[src/rtl/jbt_pkg.sv]
// Package: shared types, codes and byte helpers of the JSON byte tokenizer.
package jbt_pkg;

   localparam int JBT_MAX_DEPTH = 32;
   localparam int JBT_QUEUE_DEPTH = 4;

   typedef enum logic [3:0] {
      EV_OBJ_OPEN     = 4'd0,
      EV_OBJ_CLOSE    = 4'd1,
      EV_ARR_OPEN     = 4'd2,
      EV_ARR_CLOSE    = 4'd3,
      EV_KEY_CHAR     = 4'd4,
      EV_KEY_END      = 4'd5,
      EV_STR_CHAR     = 4'd6,
      EV_STR_END      = 4'd7,
      EV_NUM_CHAR     = 4'd8,
      EV_NUM_END_INT  = 4'd9,
      EV_NUM_END_FRAC = 4'd10,
      EV_TRUE         = 4'd11,
      EV_FALSE        = 4'd12,
      EV_NULL         = 4'd13,
      EV_ERROR        = 4'd14
   } kind_type;

   typedef enum logic [3:0] {
      ERR_NONE        = 4'd0,
      ERR_INPUT_ENDED = 4'd1,
      ERR_NEWLINE     = 4'd2,
      ERR_COMMA_OBJ   = 4'd3,
      ERR_COMMA_ARR   = 4'd4,
      ERR_KEY_EXP     = 4'd5,
      ERR_BAD_KEY     = 4'd6,
      ERR_COLON       = 4'd7,
      ERR_BAD_NUM     = 4'd8,
      ERR_INVALID     = 4'd9,
      ERR_TOO_DEEP    = 4'd10
   } err_type;

   typedef enum logic [3:0] {
      PH_VALUE = 4'd0,
      PH_CONT  = 4'd1,
      PH_ITEM  = 4'd2,
      PH_KEYQ  = 4'd3,
      PH_KEYB  = 4'd4,
      PH_COLON = 4'd5,
      PH_STR   = 4'd6,
      PH_NUM   = 4'd7,
      PH_KW    = 4'd8
   } phase_type;

   localparam logic [1:0] KW_NONE  = 2'd0;
   localparam logic [1:0] KW_TRUE  = 2'd1;
   localparam logic [1:0] KW_FALSE = 2'd2;
   localparam logic [1:0] KW_NULL  = 2'd3;

   typedef struct packed {
      kind_type    kind;
      logic [7:0]  ch;
      logic [5:0]  level;
      err_type     code;
      logic        done;
      logic        last;
   } event_type;

   // up to two events caused by one input byte
   typedef struct packed {
      logic [1:0] cnt;
      event_type  ev1;
      event_type  ev0;
   } pack_type;

   function automatic event_type jbt_mk(kind_type k, logic [7:0] c, err_type e,
                                        logic d, logic [5:0] lv);
      event_type r;
      r.kind = k;
      r.ch = c;
      r.level = lv;
      r.code = e;
      r.done = d;
      r.last = 1'b0;
      return r;
   endfunction

   function automatic logic is_blank(logic [7:0] c);
      return c == 8'h20 || c == 8'h09 || c == 8'h0D || c == 8'h0A;
   endfunction

   function automatic logic is_digit(logic [7:0] c);
      return c >= "0" && c <= "9";
   endfunction

   function automatic logic is_key_char(logic [7:0] c);
      return (c >= "A" && c <= "Z") || (c >= "a" && c <= "z") || c == "_";
   endfunction

   function automatic logic [2:0] kw_len(logic [1:0] id);
      logic [2:0] r;
      unique case (id)
         KW_TRUE:  r = 3'd3;
         KW_FALSE: r = 3'd4;
         KW_NULL:  r = 3'd3;
         default:  r = 3'd0;
      endcase
      return r;
   endfunction

   // remaining letters of "true", "false", "null" after the first
   function automatic logic [7:0] kw_byte(logic [1:0] id, logic [2:0] pos);
      logic [7:0] r;
      r = 8'd0;
      unique case (id)
         KW_TRUE: begin
            unique case (pos)
               3'd0: r = "r";
               3'd1: r = "u";
               3'd2: r = "e";
               default: r = 8'd0;
            endcase
         end
         KW_FALSE: begin
            unique case (pos)
               3'd0: r = "a";
               3'd1: r = "l";
               3'd2: r = "s";
               3'd3: r = "e";
               default: r = 8'd0;
            endcase
         end
         KW_NULL: begin
            unique case (pos)
               3'd0: r = "u";
               3'd1: r = "l";
               3'd2: r = "l";
               default: r = 8'd0;
            endcase
         end
         default: r = 8'd0;
      endcase
      return r;
   endfunction

endpackage

[src/rtl/json_byte_tokenizer.sv]
// Top level of the streaming JSON byte tokenizer.
// Takes one document byte per cycle on the req_ channel while req_ready is high, and gives
// token events on the rsp_ channel. The front end parses one byte each cycle it is
// accepted, keeping the container stack, string, number and keyword progress, and writes
// the one or two events the byte causes as one entry into a four-entry queue; bytes that
// cause no event write nothing. The back end sends one event per cycle from its output
// register while rsp_ready is high; sustained rate is one byte per cycle while most bytes
// give at most one event. req_ready drops only when the queue is full. A byte's first
// event passes through its queue entry and then the output register. A restart item
// clears the parse state and is then parsed as the first byte of a new document; after
// the top-level value completes or after an error, bytes give no events until restart.
// Container depth is limited by MAX_DEPTH; opening one more level is a too-deep error.
module json_byte_tokenizer
   import jbt_pkg::*;
#(
   parameter int MAX_DEPTH = JBT_MAX_DEPTH
) (
   input  logic       clock,
   input  logic       reset,
   input  logic       req_valid,
   output logic       req_ready,
   input  logic [7:0] req_in_byte,
   input  logic       req_end_of_input,
   input  logic       req_restart,
   output logic       rsp_valid,
   input  logic       rsp_ready,
   output logic [3:0] rsp_event_kind,
   output logic [7:0] rsp_char_value,
   output logic [5:0] rsp_nesting_level,
   output logic [3:0] rsp_error_code,
   output logic       rsp_document_done,
   output logic       rsp_last_event
);

   logic      acc;
   logic      push;
   logic      full;
   logic      empty;
   logic      pop;
   pack_type  wpack;
   pack_type  rpack;
   event_type ev;

   assign acc = req_valid && req_ready;
   assign req_ready = !full;

   jbt_front #(.MAX_DEPTH(MAX_DEPTH)) u_front (
      .clock (clock),
      .reset (reset),
      .acc   (acc),
      .c     (req_in_byte),
      .eoi   (req_end_of_input),
      .rst   (req_restart),
      .push  (push),
      .pack  (wpack)
   );

   jbt_queue #(.DEPTH(JBT_QUEUE_DEPTH)) u_queue (
      .clock (clock),
      .reset (reset),
      .push  (push),
      .wdata (wpack),
      .full  (full),
      .pop   (pop),
      .empty (empty),
      .rdata (rpack)
   );

   jbt_back u_back (
      .clock (clock),
      .reset (reset),
      .empty (empty),
      .rdata (rpack),
      .pop   (pop),
      .valid (rsp_valid),
      .ready (rsp_ready),
      .ev    (ev)
   );

   assign rsp_event_kind    = ev.kind;
   assign rsp_char_value    = ev.ch;
   assign rsp_nesting_level = ev.level;
   assign rsp_error_code    = ev.code;
   assign rsp_document_done = ev.done;
   assign rsp_last_event    = ev.last;

endmodule

[src/rtl/jbt_front.sv]
// Front end: takes one byte per cycle while acc is high, keeps the parse state, builds the event pair.
module jbt_front
   import jbt_pkg::*;
#(
   parameter int MAX_DEPTH = JBT_MAX_DEPTH
) (
   input  logic       clock,
   input  logic       reset,
   input  logic       acc,
   input  logic [7:0] c,
   input  logic       eoi,
   input  logic       rst,
   output logic       push,
   output pack_type   pack
);

   localparam int SPW = $clog2(MAX_DEPTH + 1);
   localparam int IW  = (MAX_DEPTH > 1) ? $clog2(MAX_DEPTH) : 1;

   logic [MAX_DEPTH-1:0] stk_ff;
   logic [SPW-1:0] sp_ff, sp_in;
   phase_type      phase_ff, phase_in;
   logic           first_ff, first_in;
   logic [7:0]     quote_ff, quote_in;
   logic           esc_ff, esc_in;
   logic           dot_ff, dot_in;
   logic [1:0]     kid_ff, kid_in;
   logic [2:0]     kpos_ff, kpos_in;
   logic           stop_ff, stop_in;
   logic           st_en;
   logic [IW-1:0]  st_idx;
   logic           st_val;

   always_comb begin
      event_type  ev [2];
      logic [1:0] cnt;
      logic       redo;
      logic       obj;
      logic       closed;
      kind_type   ck;
      logic [SPW-1:0] spm1;
      sp_in = sp_ff;
      phase_in = phase_ff;
      first_in = first_ff;
      quote_in = quote_ff;
      esc_in = esc_ff;
      dot_in = dot_ff;
      kid_in = kid_ff;
      kpos_in = kpos_ff;
      stop_in = stop_ff;
      st_en = 1'b0;
      st_idx = '0;
      st_val = 1'b0;
      ev[0] = '0;
      ev[1] = '0;
      cnt = 2'd0;
      redo = 1'b0;
      obj = 1'b0;
      closed = 1'b0;
      ck = EV_STR_CHAR;
      spm1 = '0;
      if (acc) begin
         if (rst) begin
            sp_in = '0;
            phase_in = PH_VALUE;
            first_in = 1'b1;
            quote_in = 8'd0;
            esc_in = 1'b0;
            dot_in = 1'b0;
            kid_in = KW_NONE;
            kpos_in = 3'd0;
            stop_in = 1'b0;
         end
         if (!stop_in) begin
            if (eoi) begin
               ev[0] = jbt_mk(EV_ERROR, 8'd0,
                              (phase_in == PH_KW) ? ERR_INVALID : ERR_INPUT_ENDED,
                              1'b0, 6'(sp_in));
               cnt = 2'd1;
               stop_in = 1'b1;
            end else begin
               for (int pass = 0; pass < 2; pass++) begin
                  if (pass == 0 || redo) begin
                     redo = 1'b0;
                     spm1 = sp_in - 1'b1;
                     obj = (sp_in != '0) ? stk_ff[spm1[IW-1:0]] : 1'b0;
                     unique case (phase_in)
                        PH_VALUE, PH_CONT, PH_ITEM: begin
                           logic do_start;
                           do_start = 1'b0;
                           if (is_blank(c)) begin
                           end else if (phase_in == PH_VALUE) begin
                              do_start = 1'b1;
                           end else if (c == (obj ? 8'h7D : 8'h5D)) begin
                              // close the current level
                              sp_in = spm1;
                              if (sp_in == '0) begin
                                 ev[cnt[0]] = jbt_mk(obj ? EV_OBJ_CLOSE : EV_ARR_CLOSE,
                                                     8'd0, ERR_NONE, 1'b1, 6'(sp_in));
                                 stop_in = 1'b1;
                              end else begin
                                 ev[cnt[0]] = jbt_mk(obj ? EV_OBJ_CLOSE : EV_ARR_CLOSE,
                                                     8'd0, ERR_NONE, 1'b0, 6'(sp_in));
                                 phase_in = PH_CONT;
                                 first_in = 1'b0;
                              end
                              cnt = cnt + 2'd1;
                           end else if (phase_in == PH_CONT && !first_in) begin
                              if (c == ",") begin
                                 phase_in = PH_ITEM;
                              end else begin
                                 ev[cnt[0]] = jbt_mk(EV_ERROR, 8'd0,
                                                     obj ? ERR_COMMA_OBJ : ERR_COMMA_ARR,
                                                     1'b0, 6'(sp_in));
                                 cnt = cnt + 2'd1;
                                 stop_in = 1'b1;
                              end
                           end else begin
                              first_in = 1'b0;
                              if (obj) begin
                                 if (c == "'" || c == "\"") begin
                                    quote_in = c;
                                    esc_in = 1'b0;
                                    phase_in = PH_KEYQ;
                                 end else if (is_key_char(c)) begin
                                    ev[cnt[0]] = jbt_mk(EV_KEY_CHAR, c, ERR_NONE, 1'b0,
                                                        6'(sp_in));
                                    cnt = cnt + 2'd1;
                                    phase_in = PH_KEYB;
                                 end else begin
                                    ev[cnt[0]] = jbt_mk(EV_ERROR, 8'd0,
                                                        (c == ":") ? ERR_KEY_EXP : ERR_BAD_KEY,
                                                        1'b0, 6'(sp_in));
                                    cnt = cnt + 2'd1;
                                    stop_in = 1'b1;
                                 end
                              end else begin
                                 do_start = 1'b1;
                              end
                           end
                           if (do_start) begin
                              if (c == "{" || c == "[") begin
                                 if (sp_in >= SPW'(MAX_DEPTH)) begin
                                    ev[cnt[0]] = jbt_mk(EV_ERROR, 8'd0, ERR_TOO_DEEP, 1'b0,
                                                        6'(sp_in));
                                    cnt = cnt + 2'd1;
                                    stop_in = 1'b1;
                                 end else begin
                                    st_en = 1'b1;
                                    st_idx = sp_in[IW-1:0];
                                    st_val = (c == "{");
                                    sp_in = sp_in + 1'b1;
                                    ev[cnt[0]] = jbt_mk((c == "{") ? EV_OBJ_OPEN : EV_ARR_OPEN,
                                                        8'd0, ERR_NONE, 1'b0, 6'(sp_in));
                                    cnt = cnt + 2'd1;
                                    phase_in = PH_CONT;
                                    first_in = 1'b1;
                                 end
                              end else if (c == "'" || c == "\"") begin
                                 quote_in = c;
                                 esc_in = 1'b0;
                                 phase_in = PH_STR;
                              end else if (is_digit(c) || c == "." || c == "-") begin
                                 dot_in = (c == ".");
                                 ev[cnt[0]] = jbt_mk(EV_NUM_CHAR, c, ERR_NONE, 1'b0,
                                                     6'(sp_in));
                                 cnt = cnt + 2'd1;
                                 phase_in = PH_NUM;
                              end else if (c == "t" || c == "f" || c == "n") begin
                                 kid_in = (c == "t") ? KW_TRUE : (c == "f") ? KW_FALSE : KW_NULL;
                                 kpos_in = 3'd0;
                                 phase_in = PH_KW;
                              end else begin
                                 ev[cnt[0]] = jbt_mk(EV_ERROR, 8'd0, ERR_INVALID, 1'b0,
                                                     6'(sp_in));
                                 cnt = cnt + 2'd1;
                                 stop_in = 1'b1;
                              end
                           end
                        end
                        PH_KEYQ, PH_STR: begin
                           ck = (phase_in == PH_KEYQ) ? EV_KEY_CHAR : EV_STR_CHAR;
                           closed = 1'b0;
                           if (c == 8'h0A || c == 8'h0D) begin
                              ev[cnt[0]] = jbt_mk(EV_ERROR, 8'd0, ERR_NEWLINE, 1'b0,
                                                  6'(sp_in));
                              cnt = cnt + 2'd1;
                              stop_in = 1'b1;
                           end else if (esc_in) begin
                              esc_in = 1'b0;
                              unique case (c)
                                 "\\", "'", "\"": ev[0] = jbt_mk(ck, c, ERR_NONE, 1'b0,
                                                                 6'(sp_in));
                                 "t": ev[0] = jbt_mk(ck, 8'h09, ERR_NONE, 1'b0, 6'(sp_in));
                                 "r": ev[0] = jbt_mk(ck, 8'h0D, ERR_NONE, 1'b0, 6'(sp_in));
                                 "n": ev[0] = jbt_mk(ck, 8'h0A, ERR_NONE, 1'b0, 6'(sp_in));
                                 "b": ev[0] = jbt_mk(ck, 8'h08, ERR_NONE, 1'b0, 6'(sp_in));
                                 "f": ev[0] = jbt_mk(ck, 8'h0C, ERR_NONE, 1'b0, 6'(sp_in));
                                 default: begin
                                    // unknown escape: backslash, then the byte itself
                                    ev[0] = jbt_mk(ck, "\\", ERR_NONE, 1'b0, 6'(sp_in));
                                    ev[1] = jbt_mk(ck, c, ERR_NONE, 1'b0, 6'(sp_in));
                                    cnt = 2'd1;
                                 end
                              endcase
                              cnt = cnt + 2'd1;
                           end else if (c == "\\") begin
                              esc_in = 1'b1;
                           end else if (c == quote_in) begin
                              closed = 1'b1;
                           end else begin
                              ev[0] = jbt_mk(ck, c, ERR_NONE, 1'b0, 6'(sp_in));
                              cnt = 2'd1;
                           end
                           if (closed) begin
                              if (phase_in == PH_KEYQ) begin
                                 ev[0] = jbt_mk(EV_KEY_END, 8'd0, ERR_NONE, 1'b0, 6'(sp_in));
                                 phase_in = PH_COLON;
                              end else if (sp_in == '0) begin
                                 ev[0] = jbt_mk(EV_STR_END, 8'd0, ERR_NONE, 1'b1, 6'(sp_in));
                                 stop_in = 1'b1;
                              end else begin
                                 ev[0] = jbt_mk(EV_STR_END, 8'd0, ERR_NONE, 1'b0, 6'(sp_in));
                                 phase_in = PH_CONT;
                                 first_in = 1'b0;
                              end
                              cnt = 2'd1;
                           end
                        end
                        PH_KEYB: begin
                           if (is_key_char(c)) begin
                              ev[0] = jbt_mk(EV_KEY_CHAR, c, ERR_NONE, 1'b0, 6'(sp_in));
                           end else begin
                              ev[0] = jbt_mk(EV_KEY_END, 8'd0, ERR_NONE, 1'b0, 6'(sp_in));
                              phase_in = PH_COLON;
                              redo = (pass == 0);
                           end
                           cnt = 2'd1;
                        end
                        PH_COLON: begin
                           if (c == ":") begin
                              phase_in = PH_VALUE;
                           end else if (!is_blank(c)) begin
                              ev[cnt[0]] = jbt_mk(EV_ERROR, 8'd0, ERR_COLON, 1'b0, 6'(sp_in));
                              cnt = cnt + 2'd1;
                              stop_in = 1'b1;
                           end
                        end
                        PH_NUM: begin
                           if (c == ".") begin
                              if (dot_in) begin
                                 ev[0] = jbt_mk(EV_ERROR, 8'd0, ERR_BAD_NUM, 1'b0, 6'(sp_in));
                                 stop_in = 1'b1;
                              end else begin
                                 dot_in = 1'b1;
                                 ev[0] = jbt_mk(EV_NUM_CHAR, c, ERR_NONE, 1'b0, 6'(sp_in));
                              end
                           end else if (is_digit(c)) begin
                              ev[0] = jbt_mk(EV_NUM_CHAR, c, ERR_NONE, 1'b0, 6'(sp_in));
                           end else if (sp_in == '0) begin
                              ev[0] = jbt_mk(dot_in ? EV_NUM_END_FRAC : EV_NUM_END_INT, 8'd0,
                                             ERR_NONE, 1'b1, 6'(sp_in));
                              stop_in = 1'b1;
                           end else begin
                              // number ended: this byte is the next token
                              ev[0] = jbt_mk(dot_in ? EV_NUM_END_FRAC : EV_NUM_END_INT, 8'd0,
                                             ERR_NONE, 1'b0, 6'(sp_in));
                              phase_in = PH_CONT;
                              first_in = 1'b0;
                              redo = (pass == 0);
                           end
                           cnt = 2'd1;
                        end
                        PH_KW: begin
                           if (kid_in == KW_NONE || kpos_in >= kw_len(kid_in) ||
                               c != kw_byte(kid_in, kpos_in)) begin
                              ev[0] = jbt_mk(EV_ERROR, 8'd0, ERR_INVALID, 1'b0, 6'(sp_in));
                              cnt = 2'd1;
                              stop_in = 1'b1;
                           end else begin
                              kpos_in = kpos_in + 3'd1;
                              if (kpos_in == kw_len(kid_in)) begin
                                 ev[0] = jbt_mk(kind_type'(4'd10 + {2'd0, kid_in}), 8'd0,
                                                ERR_NONE, sp_in == '0, 6'(sp_in));
                                 cnt = 2'd1;
                                 if (sp_in == '0) begin
                                    stop_in = 1'b1;
                                 end else begin
                                    phase_in = PH_CONT;
                                    first_in = 1'b0;
                                 end
                              end
                           end
                        end
                        default: begin
                           ev[0] = jbt_mk(EV_ERROR, 8'd0, ERR_INVALID, 1'b0, 6'(sp_in));
                           cnt = 2'd1;
                           stop_in = 1'b1;
                        end
                     endcase
                  end
               end
            end
         end
      end
      if (cnt == 2'd1) ev[0].last = 1'b1;
      if (cnt == 2'd2) ev[1].last = 1'b1;
      pack.cnt = cnt;
      pack.ev0 = ev[0];
      pack.ev1 = ev[1];
      push = acc && (cnt != 2'd0);
   end

   always_ff @(posedge clock) begin
      if (reset) begin
         sp_ff <= '0;
         phase_ff <= PH_VALUE;
         first_ff <= 1'b1;
         quote_ff <= 8'd0;
         esc_ff <= 1'b0;
         dot_ff <= 1'b0;
         kid_ff <= KW_NONE;
         kpos_ff <= 3'd0;
         stop_ff <= 1'b0;
      end else begin
         sp_ff <= sp_in;
         phase_ff <= phase_in;
         first_ff <= first_in;
         quote_ff <= quote_in;
         esc_ff <= esc_in;
         dot_ff <= dot_in;
         kid_ff <= kid_in;
         kpos_ff <= kpos_in;
         stop_ff <= stop_in;
      end
   end

   // level kinds are only read below the stack pointer, so need no reset
   always_ff @(posedge clock) begin
      if (st_en) stk_ff[st_idx] <= st_val;
   end

endmodule

[src/rtl/jbt_queue.sv]
// Short FIFO of event pairs between front and back end.
module jbt_queue
   import jbt_pkg::*;
#(
   parameter int DEPTH = JBT_QUEUE_DEPTH
) (
   input  logic     clock,
   input  logic     reset,
   input  logic     push,
   input  pack_type wdata,
   output logic     full,
   input  logic     pop,
   output logic     empty,
   output pack_type rdata
);

   localparam int AW = (DEPTH > 1) ? $clog2(DEPTH) : 1;
   localparam int CW = $clog2(DEPTH + 1);

   pack_type       mem_ff [DEPTH];
   logic [AW-1:0]  wp_ff, wp_in, rp_ff, rp_in;
   logic [CW-1:0]  cnt_ff, cnt_in;

   assign full  = (cnt_ff == CW'(DEPTH));
   assign empty = (cnt_ff == '0);
   assign rdata = mem_ff[rp_ff];

   always_comb begin
      wp_in = wp_ff;
      rp_in = rp_ff;
      cnt_in = cnt_ff;
      if (push) begin
         wp_in = (wp_ff == AW'(DEPTH - 1)) ? '0 : wp_ff + 1'b1;
      end
      if (pop) begin
         rp_in = (rp_ff == AW'(DEPTH - 1)) ? '0 : rp_ff + 1'b1;
      end
      if (push && !pop) cnt_in = cnt_ff + 1'b1;
      else if (pop && !push) cnt_in = cnt_ff - 1'b1;
   end

   always_ff @(posedge clock) begin
      if (reset) begin
         wp_ff <= '0;
         rp_ff <= '0;
         cnt_ff <= '0;
      end else begin
         wp_ff <= wp_in;
         rp_ff <= rp_in;
         cnt_ff <= cnt_in;
      end
   end

   always_ff @(posedge clock) begin
      if (push) mem_ff[wp_ff] <= wdata;
   end

endmodule

[src/rtl/jbt_back.sv]
// Back end: sends the queued events one per cycle while ready is high, from an output register.
module jbt_back
   import jbt_pkg::*;
(
   input  logic      clock,
   input  logic      reset,
   input  logic      empty,
   input  pack_type  rdata,
   output logic      pop,
   output logic      valid,
   input  logic      ready,
   output event_type ev
);

   logic     hold_ff, hold_in;
   logic     idx_ff, idx_in;
   pack_type cur_ff, cur_in;
   logic     at_last;
   logic     load;

   assign at_last = (cur_ff.cnt == 2'd1) || idx_ff;
   assign load    = !hold_ff || (ready && at_last);
   assign pop     = load && !empty;
   assign valid   = hold_ff;
   assign ev      = idx_ff ? cur_ff.ev1 : cur_ff.ev0;

   always_comb begin
      hold_in = hold_ff;
      idx_in = idx_ff;
      cur_in = cur_ff;
      if (load) begin
         hold_in = !empty;
         idx_in = 1'b0;
         cur_in = rdata;
      end else if (ready) begin
         idx_in = 1'b1;
      end
   end

   always_ff @(posedge clock) begin
      if (reset) begin
         hold_ff <= 1'b0;
         idx_ff <= 1'b0;
      end else begin
         hold_ff <= hold_in;
         idx_ff <= idx_in;
      end
   end

   always_ff @(posedge clock) begin
      cur_ff <= cur_in;
   end

endmodule

[config.mk]
export PLATFORM = sky130hd
export DESIGN_NAME = json_byte_tokenizer
export DESIGN_NICKNAME = d
export VERILOG_FILES = /design/src/rtl/jbt_pkg.sv /design/src/rtl/json_byte_tokenizer.sv /design/src/rtl/jbt_front.sv /design/src/rtl/jbt_queue.sv /design/src/rtl/jbt_back.sv
export SDC_FILE = /design/constraint.sdc
export NUM_CORES = 1
export LEC_CHECK = 0
export ABC_AREA = 1
export BUFFER_PORTS_ARGS = -buffer_cell sky130_fd_sc_hd__buf_2
export CAP_MARGIN = 20
export CELL_PAD_IN_SITES_DETAIL_PLACEMENT = 0
export CELL_PAD_IN_SITES_GLOBAL_PLACEMENT = 1
export CORE_UTILIZATION = 32
export CTS_CLUSTER_SIZE = 40
export DETAILED_ROUTE_END_ITERATION = 6
export PLACE_DENSITY_LB_ADDON = 0.1
export SYNTH_ARGS = -nofsm -noshare
export SYNTH_HDL_FRONTEND = slang
export SYNTH_SLANG_ARGS = --single-unit
[constraint.sdc]
create_clock -name clock -period 17.7 [get_ports clock]
set_input_delay 2.655 -clock clock [delete_from_list [all_inputs] [get_ports clock]]
set_output_delay 2.655 -clock clock [all_outputs]
set_load 0.01 [all_outputs]
Word-level counts from Yosys, hierarchy flattened
Memories as Yosys holds them, arrays and structs flattened. A register that Yosys moved wholly into a read port is not among the register bits.
Cells that the tools add are included.
W data, S select, Z words.
Word-level totals
  register bits after elaboration: 68
  RAM bits: 200
  input bits: 14
  output and inout bits: 26
  memories: 1
Memories
  u_queue.mem_ff: words 4, bits a word 50, rd ports 1, clocked after memory_dff 1, write ports 1, line jbt_queue.sv:20  | pack_type mem_ff [DEPTH];
Operators by class
  add/subtract/negate cells: 17
  order comparisons: 20
  equal/unequal tests: 61
  multiplexer cells: 650
  bitwise gates (word level): 3
  reduce and logical (&&, ||, !) cells: 66
Operators with widths (number)
  $mux W48: 35
  $mux W24: 38
  $bwmux W48: 15
  $mux W8: 37
  $pmux W24 S6: 2
  $pmux W20 S6: 2
  $mux W1: 228
  $mux W4: 57
  $mux W2: 103
  $mux W6: 33
  $mux W3: 44
  $mux W23: 4
  $mux W22: 4
  $demux W24 S1: 3
  $eq A8 B7 Y1 const B: 9
  $pmux W24 S3: 1
  $mux W5: 12
  $eq A8 B6 Y1 const B: 7
  $pmux W7 S4: 2
  $pmux W24 S2: 1
  $pmux W4 S6: 2
  $pmux W8 S3: 2
  $mux W21: 2
  $pmux W7 S3: 2
  51 further kinds: 172

Logic depth before layout (Yosys ltp)
Gate-level depths: netlist of the first run.
  word-level depth: 57
  gate-level depth with buffers: 55

Cells and area by module
A second synthesis of the first run with hierarchy kept.
Second synthesis, totals
  cells, all modules: 2324
  area total of the unflattened synthesis: 18838.1 µm²
Modules (own cells, without submodules)
  jbt_front: instances 1, cells each 1637, area each 9002.4 µm², seq. area each 1501.4 µm²
  jbt_queue: instances 1, cells each 542, area each 7891.3 µm², seq. area each 6185.9 µm²
  jbt_back: instances 1, cells each 142, area each 1930.6 µm², seq. area each 1541.5 µm²
  json_byte_tokenizer: instances 1, cells each 3, area each 13.8 µm², seq. area each 0.0 µm²

Worst setup path before layout of the first run
Ideal clock, no wire load.
  path kind: input-to-reg
  start point: input port req_restart
  end point: memory u_queue.mem_ff[0][0] (netlist bit) (enable)
  setup time: 0.459 ns
  data arrival time: 8.936 ns
  required time: 17.241 ns
  path slack: 8.305 ns
  stages: 45
  cells stage by stage: nor2_1 > nor2_2 > nand2_2 > nand2_2 > inv_2 > nand3_1 > nand2_1 > nand2_2 > nand3_4 > nand2_2 > nand2_4 > nand3_4 > buf_8 > inv_6 > nand2_2 > nand2_4 > ha_1 > inv_1 > (+9 left out) > nand2_1 > nand2_1 > nand3_4 > nor2_4 > nand2_2 > nand2_2 > nand2_2 > nand3_2 > nand2_4 > nand2_4 > clkinv_2 > nand2_1 > nand3_1 > nand3_2 > nand2_2 > nand2_4 > inv_4 > nor2_1
On the way
  word-level cells in the longest chain between the ends: 52
Ends and longest elaborated chain
  from (decl): line json_byte_tokenizer.sv:24  | input logic req_restart,
  $mux W6: line jbt_front.sv:63  | if (rst) begin
  $mux W6: line jbt_front.sv:62  | if (acc) begin
  $sub A6 B1 Y6: line jbt_front.sv:85  | spm1 = sp_in - 1'b1;
  $bmux W1 S5: line jbt_front.sv:86  | obj = (sp_in != '0) ? stk_ff[spm1[IW-1:0]] : 1'b0;
  $mux W1 (implied by the code): line jbt_front.sv:86
  $mux W1: line jbt_front.sv:86
  $mux W6 or $mux W2 (tied branches): line jbt_front.sv:94, jbt_front.sv:120
  $eq A8 B8 Y1 or $mux W2 (tied branches): line jbt_front.sv:94, jbt_front.sv:108
  (+37 left out)
  $mux W2: line jbt_front.sv:75  | if (eoi) begin
  $mux W2 *: line jbt_front.sv:74  | if (!stop_in) begin
  $mux W2 *: line jbt_front.sv:62
  $reduce_bool A2 Y1 *: line jbt_front.sv:311  | push = acc && (cnt != 2'd0);
  $logic_and A1 B1 Y1 *: line jbt_front.sv:311
  via push: line json_byte_tokenizer.sv:36  | logic push;
  $mux W1 *: line jbt_queue.sv:55  | if (push) mem_ff[wp_ff] <= wdata;
  $mux W1 (implied by the code) *: line jbt_queue.sv:55
  to (decl): line jbt_queue.sv:20
The timed path passes the listed nets; every way through them passes the cells marked *. The select of a mux whose other input is x is not followed.

Worst setup path after layout of the first run
  start point: input port req_restart
  end point: memory u_queue.mem_ff[0][35] (netlist bit) (enable)
Same word-level chain as after synthesis.

==> impl_results.md, run 1 <==
* Critical Path Max Stage Delay at ~0.60 ns
* Clock Latency Late Sink at between 0.5 and 0.6 ns
* Wire length on met3 at roughly 3700 um
* Status: finished, violations left
* Syn. warnings at 0
* Max_cap viols at 0
* NumNets Final at roughly 2400
* Via/cell ratio at between 5 and 6
* # resized after CTS at 0
* Via count at approximately 17000
* Period Utilization, post-route at 0.560
* Final WS setup at just under 8 ns
* Final wirelength at roughly 70000 um
* Period minus WS final at roughly 10 ns
* Port-buffer cells at 39
* Number of synthesized flops with an enable pin at ~280
* Crit Path Max Fanout at 39
* Syn_nets at between 2000 and 2500
* Yosys reg bits at 318
* Row Count at a little under 90
* Pre-CTS setup slack at 7.16 ns
* Synth top area share at 0.439
* Dpl cells at between 3000 and 4000
* Antenna Cells at 0
* Number of cells on the worst reg-to-reg path at around 40
* Seq/Total Area, Yosys at 0.476
* Worst reg2reg setup slack at just under 10 ns
* Setup TNS at 0 ns
* Main synth FF type: edfxtp_1
* Distinct cells, synth at 68
* Final setup fails at 0
* Yosys top cell by area: edfxtp_1
* Total track usage at 0.232
* Peak supply drop at between 0.06 and 0.07 mV
* Worst setup startpoint: req_restart
* Worst Tran Pin Value at 1.08 ns
* Slew margin rel. at 0.281
* Most frequent cells in the layout: nand2_1, nor2_1, edfxtp_1, o21ai_0, inv_1
* Pint at 1.70 mW
* Final HPWL DP at 51500 um
* Post-CTS Setup Bufs at 0
* Asr flop ratio synth at 0
* Cells after Synth at 2343
* Most used cell along the critical path: nand2_1
* Critical Path RT at about 18 ns
* H-tree levels at 2
* Core Area at between 50000 and 60000 um2
* Critical Path Sink: u_queue.mem_ff[0][35]$_DFFE_PP_
* TritonCTS sink count at roughly 320
* CTS tree: built
* Drt pass-1 iters at 7
* Area Overhead vs Synth at 11.7%
* Ports at 40
* Violated checks: design-rule violations
* Layout cell share with drive strength beyond 1 at 0.111
* Min-Delay Path Class: register to register
* Reg clk slew, reported paths at ~0.060 ns
* Synth Cell Area at approximately 19000 um2
* WL met2 at between 30000 and 40000 um
* Die Span Y at ~250 um
* Cell area after placement at roughly 20000 um2
* Sw Share at 0.364
* Grt total ovfl at 0
* Commonest non-fill, non-tap cell in the layout: nand2_1
* Finished layout cell area at 21600 um2
* Power share of the clock group at 0.291
* Cts bufs inserted at 38
* Share of power burned in registers at 0.380
* Clk_skew at 0.0228 ns
* CTS max path bufs at 3
* Gpl congestion at about 0.96
* Combinational power share at 0.329
* DRC Markers at 4
* Drt first-iter violations at 1557
* Leakage power at slightly below 9 nW
* DR WL/cell at around 22 um
* Top sig layer: met5
* Initial antenna violation count at 1
* R2R Path Start: u_front.sp_ff[0]$_SDFFE_PP0P_
* P per Cell Area at 124 nW/um2
* RSZ-0062 raised after global routing: false
* Starting Density at 0.325
* Max Fclk at ~0.1 GHz
* Syn Area/Cell at ~8.2 um2
* WL met1 at about 35000 um
* Fin. Hold Viols at 0
* Largest net degree at the start of global routing at between 100 and 150
* Die area at roughly 61000 um2
* Reg-to-reg endpoint: u_queue.mem_ff[0][35]$_DFFE_PP_
* Synth area leaders: edfxtp_1, nand2_1, nor2_1
* Vias in the first global route at ~16000
* CP max stage cell: ha_1
* Routed Antenna Nets at 0
* Non-Filler Instances at approximately 3200
* First-pass GRT wire length at 107000 um
* Slew Viols, Final at 0
* WS Path Type: input port to register
* Hold-fix buffers, CTS at 0
* Switching power at 0.971 mW
* Crit path DAT at roughly 10 ns
* Root Driver: clkbuf_16
* Die width at around 250 um
* Crit end category: register
* Crit start category: input port
[power groups by stage]
stage | logic, mW | clock network (mW) | registers (mW)
3_3_place_gp | 0.853 | 0 | 1.05
4_1_cts | 0.858 | 0.800 | 1.04
3_5_place_dp | 0.854 | 0 | 1.05
2_1_floorplan | 0.588 | 0 | 1.02
5_1_grt | 0.972 | 0.825 | 1.03
6_report | 0.878 | 0.776 | 1.02
[layer usage]
layer	GRT usage	up-vias
met2	0.361	566
met3	0.0271	114
met5	0	-
li1	-	8131
met1	0.339	8321
met4	0.0588	2
[Yosys cell counts, types with 3 or more instances]
cell and n:
nor3_1 39, a221oi_1 5, o31ai_1 7, a21oi_1 119, ha_1 30, nand2_4 12, a41oi_1 6, edfxtp_1 282
buf_1 6, clkinv_1 7, xor2_1 22, nand2_1 393, nor2_4 8, xnor2_1 3, o21ai_1 9, inv_2 22
o221ai_1 5, dfxtp_1 36, a211oi_1 9, nor2_1 341, nand3_1 144, o2111ai_1 5, o311ai_0 4, o21ai_4 3
o22ai_1 69, nor2_2 7, nand4_1 27, a31oi_1 7, nand2_2 29, nand3_2 6, o211ai_1 25, buf_4 9
buf_2 9, inv_1 239, mux2_2 24, nand3_4 4, o21ai_0 245, clkbuf_1 68, a311oi_1 3, nor4_1 14
a22oi_1 6
[through the flow]
step            util  power [mW]  hold WS (ns)
4_1_cts        0.363        2.70         0.466
2_1_floorplan      -        1.61         0.441
3_3_place_gp   0.342        1.90         0.452
3_5_place_dp   0.342        1.91         0.457
6_report       0.364        2.67         0.464
5_1_grt        0.364        2.83         0.486
[critical path, delay by kind of cell]
kind,cells,cell delay [ns]
fa+ha+maj,1,0.60
buf+inv,5,1.50
simple gates,35,5.23
[flip-flops by register name, indices dropped and copies added (netlist names)]
register	cells
u_queue.cnt_ff	3
u_front.quote_ff	8
u_back.idx_ff	1
u_front.phase_ff	4
u_front.first_ff	1
u_front.stk_ff	32
u_front.dot_ff	1
u_front.kid_ff	2
u_queue.rp_ff	2
u_front.stop_ff	1
u_front.esc_ff	1
u_back.valid	1
u_front.kpos_ff	3
u_front.sp_ff	6
u_queue.mem_ff	200
u_back.cur_ff	50
u_queue.wp_ff	2
[cell families after synthesis]
group | Yosys count | share of synthesized area
buf+inv | 367 | 0.0761
flops | 318 | 0.476
fa+ha+maj | 31 | 0.0205
simple gates | 1033 | 0.238
xor+xnor | 26 | 0.0128
mux | 24 | 0.0140
compound gates | 544 | 0.163
[how the worst min path moves through the flow]
stage / from / to / slack, ns / depth (start not counted)
after floorplan: u_front.first_ff$_SDFFE_PP1P_ / u_front.first_ff$_SDFFE_PP1P_ / 0.44 / 2
after global placement: u_front.quote_ff[2]$_SDFFE_PP0P_ / u_front.quote_ff[2]$_SDFFE_PP0P_ / 0.45 / 2
after detailed placement: u_front.quote_ff[3]$_SDFFE_PP0P_ / u_front.quote_ff[3]$_SDFFE_PP0P_ / 0.46 / 2
after CTS: u_front.quote_ff[3]$_SDFFE_PP0P_ / u_front.quote_ff[3]$_SDFFE_PP0P_ / 0.47 / 2
after global routing: u_front.dot_ff$_SDFFE_PP0P_ / u_front.dot_ff$_SDFFE_PP0P_ / 0.49 / 2
final: u_front.quote_ff[2]$_SDFFE_PP0P_ / u_front.quote_ff[2]$_SDFFE_PP0P_ / 0.46 / 2
[cell type report]
cell class | count | area [um2]
Clock buffer | 46 | 1000
Clock inverter | 24 | 239
Fill cell | 6188 | 37800
Inverter | 271 | 1030
Multi-Input combinational cell | 1658 | 8690
Sequential cell | 318 | 9190
Tap cell | 773 | 967
Timing Repair Buffer | 71 | 458
(Power assumes the default switching activity.)
==> run 2, diff against run 1 <==
- ABC_AREA: 1 -> 0
- clock period: 17.7 -> 8.38 ns (I/O delays scaled with it)
==> run 2 against run 1 <==
  * The run now ends clean
  * Sequential power increased by 100%
  * Clock skew increased by 0.022 ns
  * First-iteration DRC count decreased by 18%
  * Global-route usage increased by 0.47 points
  * Critical endpoint is now u_queue.cnt_ff[2]$_SDFFE_PP0P_
  * Highest routed layer unchanged
==> impl_results.md, run 2 <==
* Critical Path Sink: u_queue.cnt_ff[2]$_SDFFE_PP0P_
* Initial antenna violation count at 1
* Worst reg2reg setup slack at approximately 0.66 ns
* Critical Path Max Stage Delay at between 0.6 and 0.7 ns
* P per Cell Area at approximately 210 nW/um2
* Crit Path Max Fanout at 17
* Syn Area/Cell at 10.3 um2
* Most numerous cell in the Yosys netlist: edfxtp_1
* Drt first-iter violations at around 1300
* Final wirelength at ~70000 um
* Pre-CTS setup slack at ~0.18 ns
* Yosys top cell by area: edfxtp_1
* Synth Cell Area at roughly 19000 um2
* Period minus WS final at around 7.7 ns
* # resized after CTS at 0
* Reg-to-reg endpoint: u_queue.cnt_ff[2]$_SDFFE_PP0P_
* Final setup fails at 0
* Die area at a little under 60000 um2
* Crit end category: register
* Clock Latency Late Sink at 0.58 ns
* RSZ-0062 raised after global routing: false
* DR WL/cell at approximately 26 um
* Biggest regs: u_queue.mem_ff x200, u_back.cur_ff x50, u_front.stk_ff x32
* Total track usage at 0.237
* Asr flop ratio synth at 0
* Syn_nets at between 1500 and 2000
* Root Driver: clkbuf_16
* Gpl congestion at slightly above 0.9
* CP max stage cell: nor4_2
* Final HPWL DP at 51800 um
* Ports at 40
* Max Fclk at 0.130 GHz
* CTS max path bufs at 3
* Final WS setup at 0.658 ns
* Period Utilization, post-route at 0.921
* Final Power at between 4 and 5 mW
* Largest net degree at the start of global routing at 43
* TritonCTS sink count at roughly 320
* Routed Antenna Nets at 0
* Peak supply drop at between 0.15 and 0.2 mV
* WS Path Type: register to register
* Syn. warnings at 0
* Cts bufs inserted at 37
* Drt pass-1 iters at 6
* Crit path DAT at around 8.2 ns
* Yosys reg bits at ~320
* Fin. Hold Viols at 0
* Reg clk slew, reported paths at ~0.06 ns
* H-tree levels at 2
* Distinct cells, synth at 98
* Max_cap viols at 0
* Antenna Cells at 0
* Die Span Y at ~240 um
* Die width at approximately 240 um
* Number of synthesized flops with an enable pin at approximately 280
* R2R Path Start: u_front.sp_ff[0]$_SDFFE_PP0P_
* Vias in the first global route at between 15000 and 20000
* Finished layout cell area at between 20000 and 25000 um2
* Slew Viols, Final at 0
* Slew margin rel. at 0.281
* First-pass GRT wire length at 104000 um
* Row Count at just under 90
* Most frequent cells in the layout: edfxtp_1, nor2_1, nand2_1, a21oi_1, buf_4
* NumNets Final at just under 2000
* Most flops, register: u_queue.mem_ff
* Seq/Total Area, Yosys at 0.489
* Leakage power at between 7 and 8 nW
* Via count at 15600
* Clk_skew at 0.0448 ns
* Number of cells on the worst reg-to-reg path at 30
* Main synth FF type: edfxtp_1
* Layout cell share with drive strength beyond 1 at 0.174
* Crit start category: register
* Synth top area share at 0.451
* Grt total ovfl at 0
* Cell area after placement at ~20000 um2
* DRC Markers at 0
* Area Overhead vs Synth at 15.1%
* Cells after Synth at 1828
* Worst setup startpoint: u_front.sp_ff[0]$_SDFFE_PP0P_
* Min-Delay Path Class: register to register
* Via/cell ratio at just under 6
* Worst Tran Pin Value at about 1.1 ns
* Post-CTS Setup Bufs at 0
* Hold-fix buffers, CTS at 0
* Commonest non-fill, non-tap cell in the layout: edfxtp_1
* Critical Path RT at ~9 ns
* Max reg flops at 200
* CTS tree: built
* Synth area leaders: edfxtp_1, mux4_2, nor2_1
* Core Area at approximately 58000 um2
* Starting Density at 0.325
* Commonest cells post-synth: edfxtp_1, nor2_1, nand2_1, a21oi_1, clkbuf_1
* Status: finished clean
* Port-buffer cells at 39
run 2: power by group:
group | switching (mW) | internal [mW] | total [mW]
clock | 0.667 | 0.922 | 1.59
sequential | 0.0936 | 2.00 | 2.09
combinational | 0.522 | 0.419 | 0.941
run 2: worst min path at each step:
stage	from	to	slack (ns)	cells after the start
5_1_grt	u_front.quote_ff[3]$_SDFFE_PP0P_	u_front.quote_ff[3]$_SDFFE_PP0P_	0.48	1
2_1_floorplan	u_front.quote_ff[3]$_SDFFE_PP0P_	u_front.quote_ff[3]$_SDFFE_PP0P_	0.42	1
6_report	u_front.quote_ff[3]$_SDFFE_PP0P_	u_front.quote_ff[3]$_SDFFE_PP0P_	0.46	1
3_3_place_gp	u_front.dot_ff$_SDFFE_PP0P_	u_front.dot_ff$_SDFFE_PP0P_	0.45	2
4_1_cts	u_front.dot_ff$_SDFFE_PP0P_	u_front.dot_ff$_SDFFE_PP0P_	0.47	2
3_5_place_dp	u_front.dot_ff$_SDFFE_PP0P_	u_front.dot_ff$_SDFFE_PP0P_	0.45	2
run 2: cells by family (layout without fill, tap and decap cells):
kind of cell	count (synthesis)	in the layout	synth area share
AOI/OAI and AO/OA	501	501	0.175
xor gates and xnor gates	40	40	0.0191
adders and majority gates	31	31	0.0211
buffers and inverters	158	264	0.0342
muxes	107	107	0.0946
and+or+nand+nor	673	673	0.167
DFF	318	318	0.489
run 2: per-stage QoR:
step / utilization / setup TNS [ns] / hold WS (ns) / std cells
6_report: 0.374 / 0 / 0.460 / 2699
5_1_grt: 0.374 / 0 / 0.485 / 2699
4_1_cts: 0.374 / 0 / 0.468 / 2699
3_5_place_dp: 0.354 / 0 / 0.452 / 2634
3_3_place_gp: 0.354 / 0 / 0.448 / 2633
2_1_floorplan: - / -8.42 / 0.421 / 1828
run 2: layout make-up:
type | count | area, um2
Fill cell | 5822 | 36200
Sequential cell | 318 | 9190
Multi-Input combinational cell | 1352 | 8990
Timing Repair Buffer | 160 | 1150
Clock buffer | 44 | 962
Tap cell | 765 | 957
Clock inverter | 21 | 213
Inverter | 39 | 146
run 2: routing by layer:
| layer | up-vias | global-route usage | part of all wire |
|---|---|---|---|
| li1 | 7134 | - | - |
| met1 | 7809 | 0.338 | 0.46 |
| met2 | 539 | 0.365 | 0.44 |
| met3 | 109 | 0.0375 | 0.063 |
| met4 | 2 | 0.0759 | 0.029 |
| met5 | - | 0 | 0.00018 |
run 2: worst max-delay path: cells and delay by family (launching register included):
kind | cells | cell delay [ns]
AO/OA/AOI/OAI | 10 | 1.95
AND/OR/NAND/NOR | 6 | 1.67
multiplexers | 3 | 1.11
adder cells (fa/ha/maj) | 3 | 1.10
buffers and inverters | 6 | 0.94
flip-flops | 1 | 0.51
XOR/XNOR | 2 | 0.32
==> run 3, diff against run 2 <==
- CORE_ASPECT_RATIO: unset -> 1.4
==> run 3 against run 2 <==
  * Utilization down 0.078 points
  * Power shrank 2.0%
  * Critical path depth unchanged
  * Global-route usage is 0.81 points higher
  * Setup slack worse by 0.011 ns
  * Non-clock buffer count is 9 higher
  * Clock-buffer cell count up 2
  * Register-to-register slack about the same
  * Via count increased by 0.15%
  * Combinational power increased by 1%
==> impl_results.md, run 3 (synthesis gave the netlist of run 2 again) <==
* Max Fclk at between 0.1 and 0.15 GHz
* # resized after CTS at 0
* Crit end category: register
* Ports at 40
* CP max stage cell: dfxtp_1
* Die area at slightly below 60000 um2
* Antenna Cells at 0
* Slew margin rel. at 0.265
* Hold Crit Start: u_front.dot_ff$_SDFFE_PP0P_
* Period minus WS final at about 7.7 ns
* Leakage power at 7.36 nW
* NumNets Final at approximately 2000
* TritonCTS sink count at about 320
* Final wirelength at 72700 um
* Gpl congestion at between 0.9 and 1
* Core Area at 57800 um2
* Clock Latency Late Sink at 0.56 ns
* Max_cap viols at 0
* R2R Path Start: u_front.sp_ff[1]$_SDFFE_PP0P_
* Min-Delay Path Class: register to register
* Bufs and invs on worst path at 5
* Worst reg2reg setup slack at about 0.65 ns
* Cts bufs inserted at 36
* CTS tree: built
* H-tree levels at 2
* Via count at between 15000 and 20000
* Met1 Usage GRT at 0.301
* DR WL/cell at about 27 um
* Max reg flops at 200
* Via/cell ratio at around 5.8
* First-pass GRT wire length at between 100000 and 150000 um
* Row Count at ~100
* Status: finished clean
* Crit Path Max Fanout at 18
* Port-buffer cells at 39
* WS Path Type: register to register
* Biggest regs: u_queue.mem_ff x200, u_back.cur_ff x50, u_front.stk_ff x32
* RSZ-0062 raised after global routing: false
* Fin. Hold Viols at 0
* Crit-path leading delay family: compound AO/OA/AOI/OAI gates
* Die width at 207 um
* Hold slack at 0.454 ns
* CTS max path bufs at 3
* Drt first-iter violations at roughly 1300
* Grt total ovfl at 0
* Crit path DAT at 8.20 ns
* Hold-fix buffers, CTS at 0
* Vias in the first global route at about 16000
* Critical Path Max Stage Delay at around 0.63 ns
* P per Cell Area at around 210 nW/um2
* Met2 Resource Use GR at 0.426
* Most flops, register: u_queue.mem_ff
* Largest net degree at the start of global routing at 40
* Total track usage at 0.245
* Routed Antenna Nets at 0
* Worst setup startpoint: u_front.sp_ff[1]$_SDFFE_PP0P_
* Final HPWL DP at between 50000 and 60000 um
* Worst Tran Pin Value at approximately 1.1 ns
* Initial antenna violation count at 1
* DRC Markers at 0
* Slew Viols, Final at 0
* Drt pass-1 iters at 7
* Clk_skew at approximately 0.033 ns
* Setup TNS at 0 ns
* Peak supply drop at between 0.1 and 0.15 mV
* Layout cell share with drive strength beyond 1 at 0.174
* Crit start category: register
* Global Route met3 Usage at 0.0282
* Die Span Y at 289 um
* Starting Density at 0.325
* Reg clk slew, reported paths at around 0.060 ns
* Period Utilization, post-route at 0.923
* Final setup fails at 0
* Commonest non-fill, non-tap cell in the layout: edfxtp_1
* Root Driver: clkbuf_16
* Post-CTS Setup Bufs at 0
* Critical Path RT at 8.85 ns
* Top Usage Layer GRT: met2
* Most frequent cells in the layout: edfxtp_1, nor2_1, nand2_1, a21oi_1, buf_4
* Area Overhead vs Synth at 14.8%
==> run 3: cell types whose count changed in the layout (fill, tap and decap cells not counted), moves of 2 or more <==
| cell | change |
|---|---|
| buf_4 | +9 |
| clkinv_1 | +2 |
| clkinv_2 | -5 |
| clkbuf_1 | +4 |
| bufinv_16 | -2 |
==> run 3: metrics by stage <==
stage / std cells / power [mW] / util / setup slack, ns / area [um2]
after floorplan: 1828 / 2.74 / - / -0.0421 / 18800
after global placement: 2620 / 3.10 / 0.354 / 0.309 / 20500
after detailed placement: 2620 / 3.11 / 0.354 / 0.278 / 20500
after CTS: 2683 / 4.62 / 0.373 / 0.636 / 21600
after global routing: 2683 / 4.76 / 0.373 / 0.0858 / 21600
final: 2683 / 4.53 / 0.373 / 0.647 / 21600
==> run 3: cell type report <==
cell class              count  area, um2
clock inverters            17        141
flip-flops and latches    318       9190
clock buffers              46        938
multi-input cells        1352       8990
inverters                  39        146
well taps                 742        928
fillers                  5846      36200
repair buffers            169       1220
==> run 3: final timing paths <==
path,endpoint,cells past startpoint
max,u_queue.cnt_ff[2]$_SDFFE_PP0P_,30
min reg2reg,u_front.dot_ff$_SDFFE_PP0P_,2
max reg2reg,u_queue.cnt_ff[2]$_SDFFE_PP0P_,30
min,u_front.dot_ff$_SDFFE_PP0P_,2
==> run 3: power breakdown <==
group          internal [mW]  total (mW)  switching (mW)  leakage [nW]
clock network          0.832        1.49           0.654         0.520
registers               2.00        2.10          0.0952          3.02
logic                  0.421       0.950           0.529          3.82
==> run 3: metal layers <==
| layer | part of all wire | routed length (um) |
|---|---|---|
| met1 | 0.41 | 29600 |
| met2 | 0.50 | 36400 |
| met3 | 0.043 | 3100 |
| met4 | 0.049 | 3580 |
| met5 | 0.00015 | 11 |
==> run 3: worst reg2reg max path, delay by kind of cell, from the launching register on <==
| family | cells | cell delay [ns] |
|---|---|---|
| muxes | 3 | 1.03 |
| buffers and inverters | 5 | 0.83 |
| DFF | 1 | 0.63 |
| AOI/OAI and AO/OA | 13 | 2.50 |
| adders and majority gates | 4 | 1.38 |
| and+or+nand+nor | 4 | 1.12 |
| xor gates and xnor gates | 1 | 0.17 |
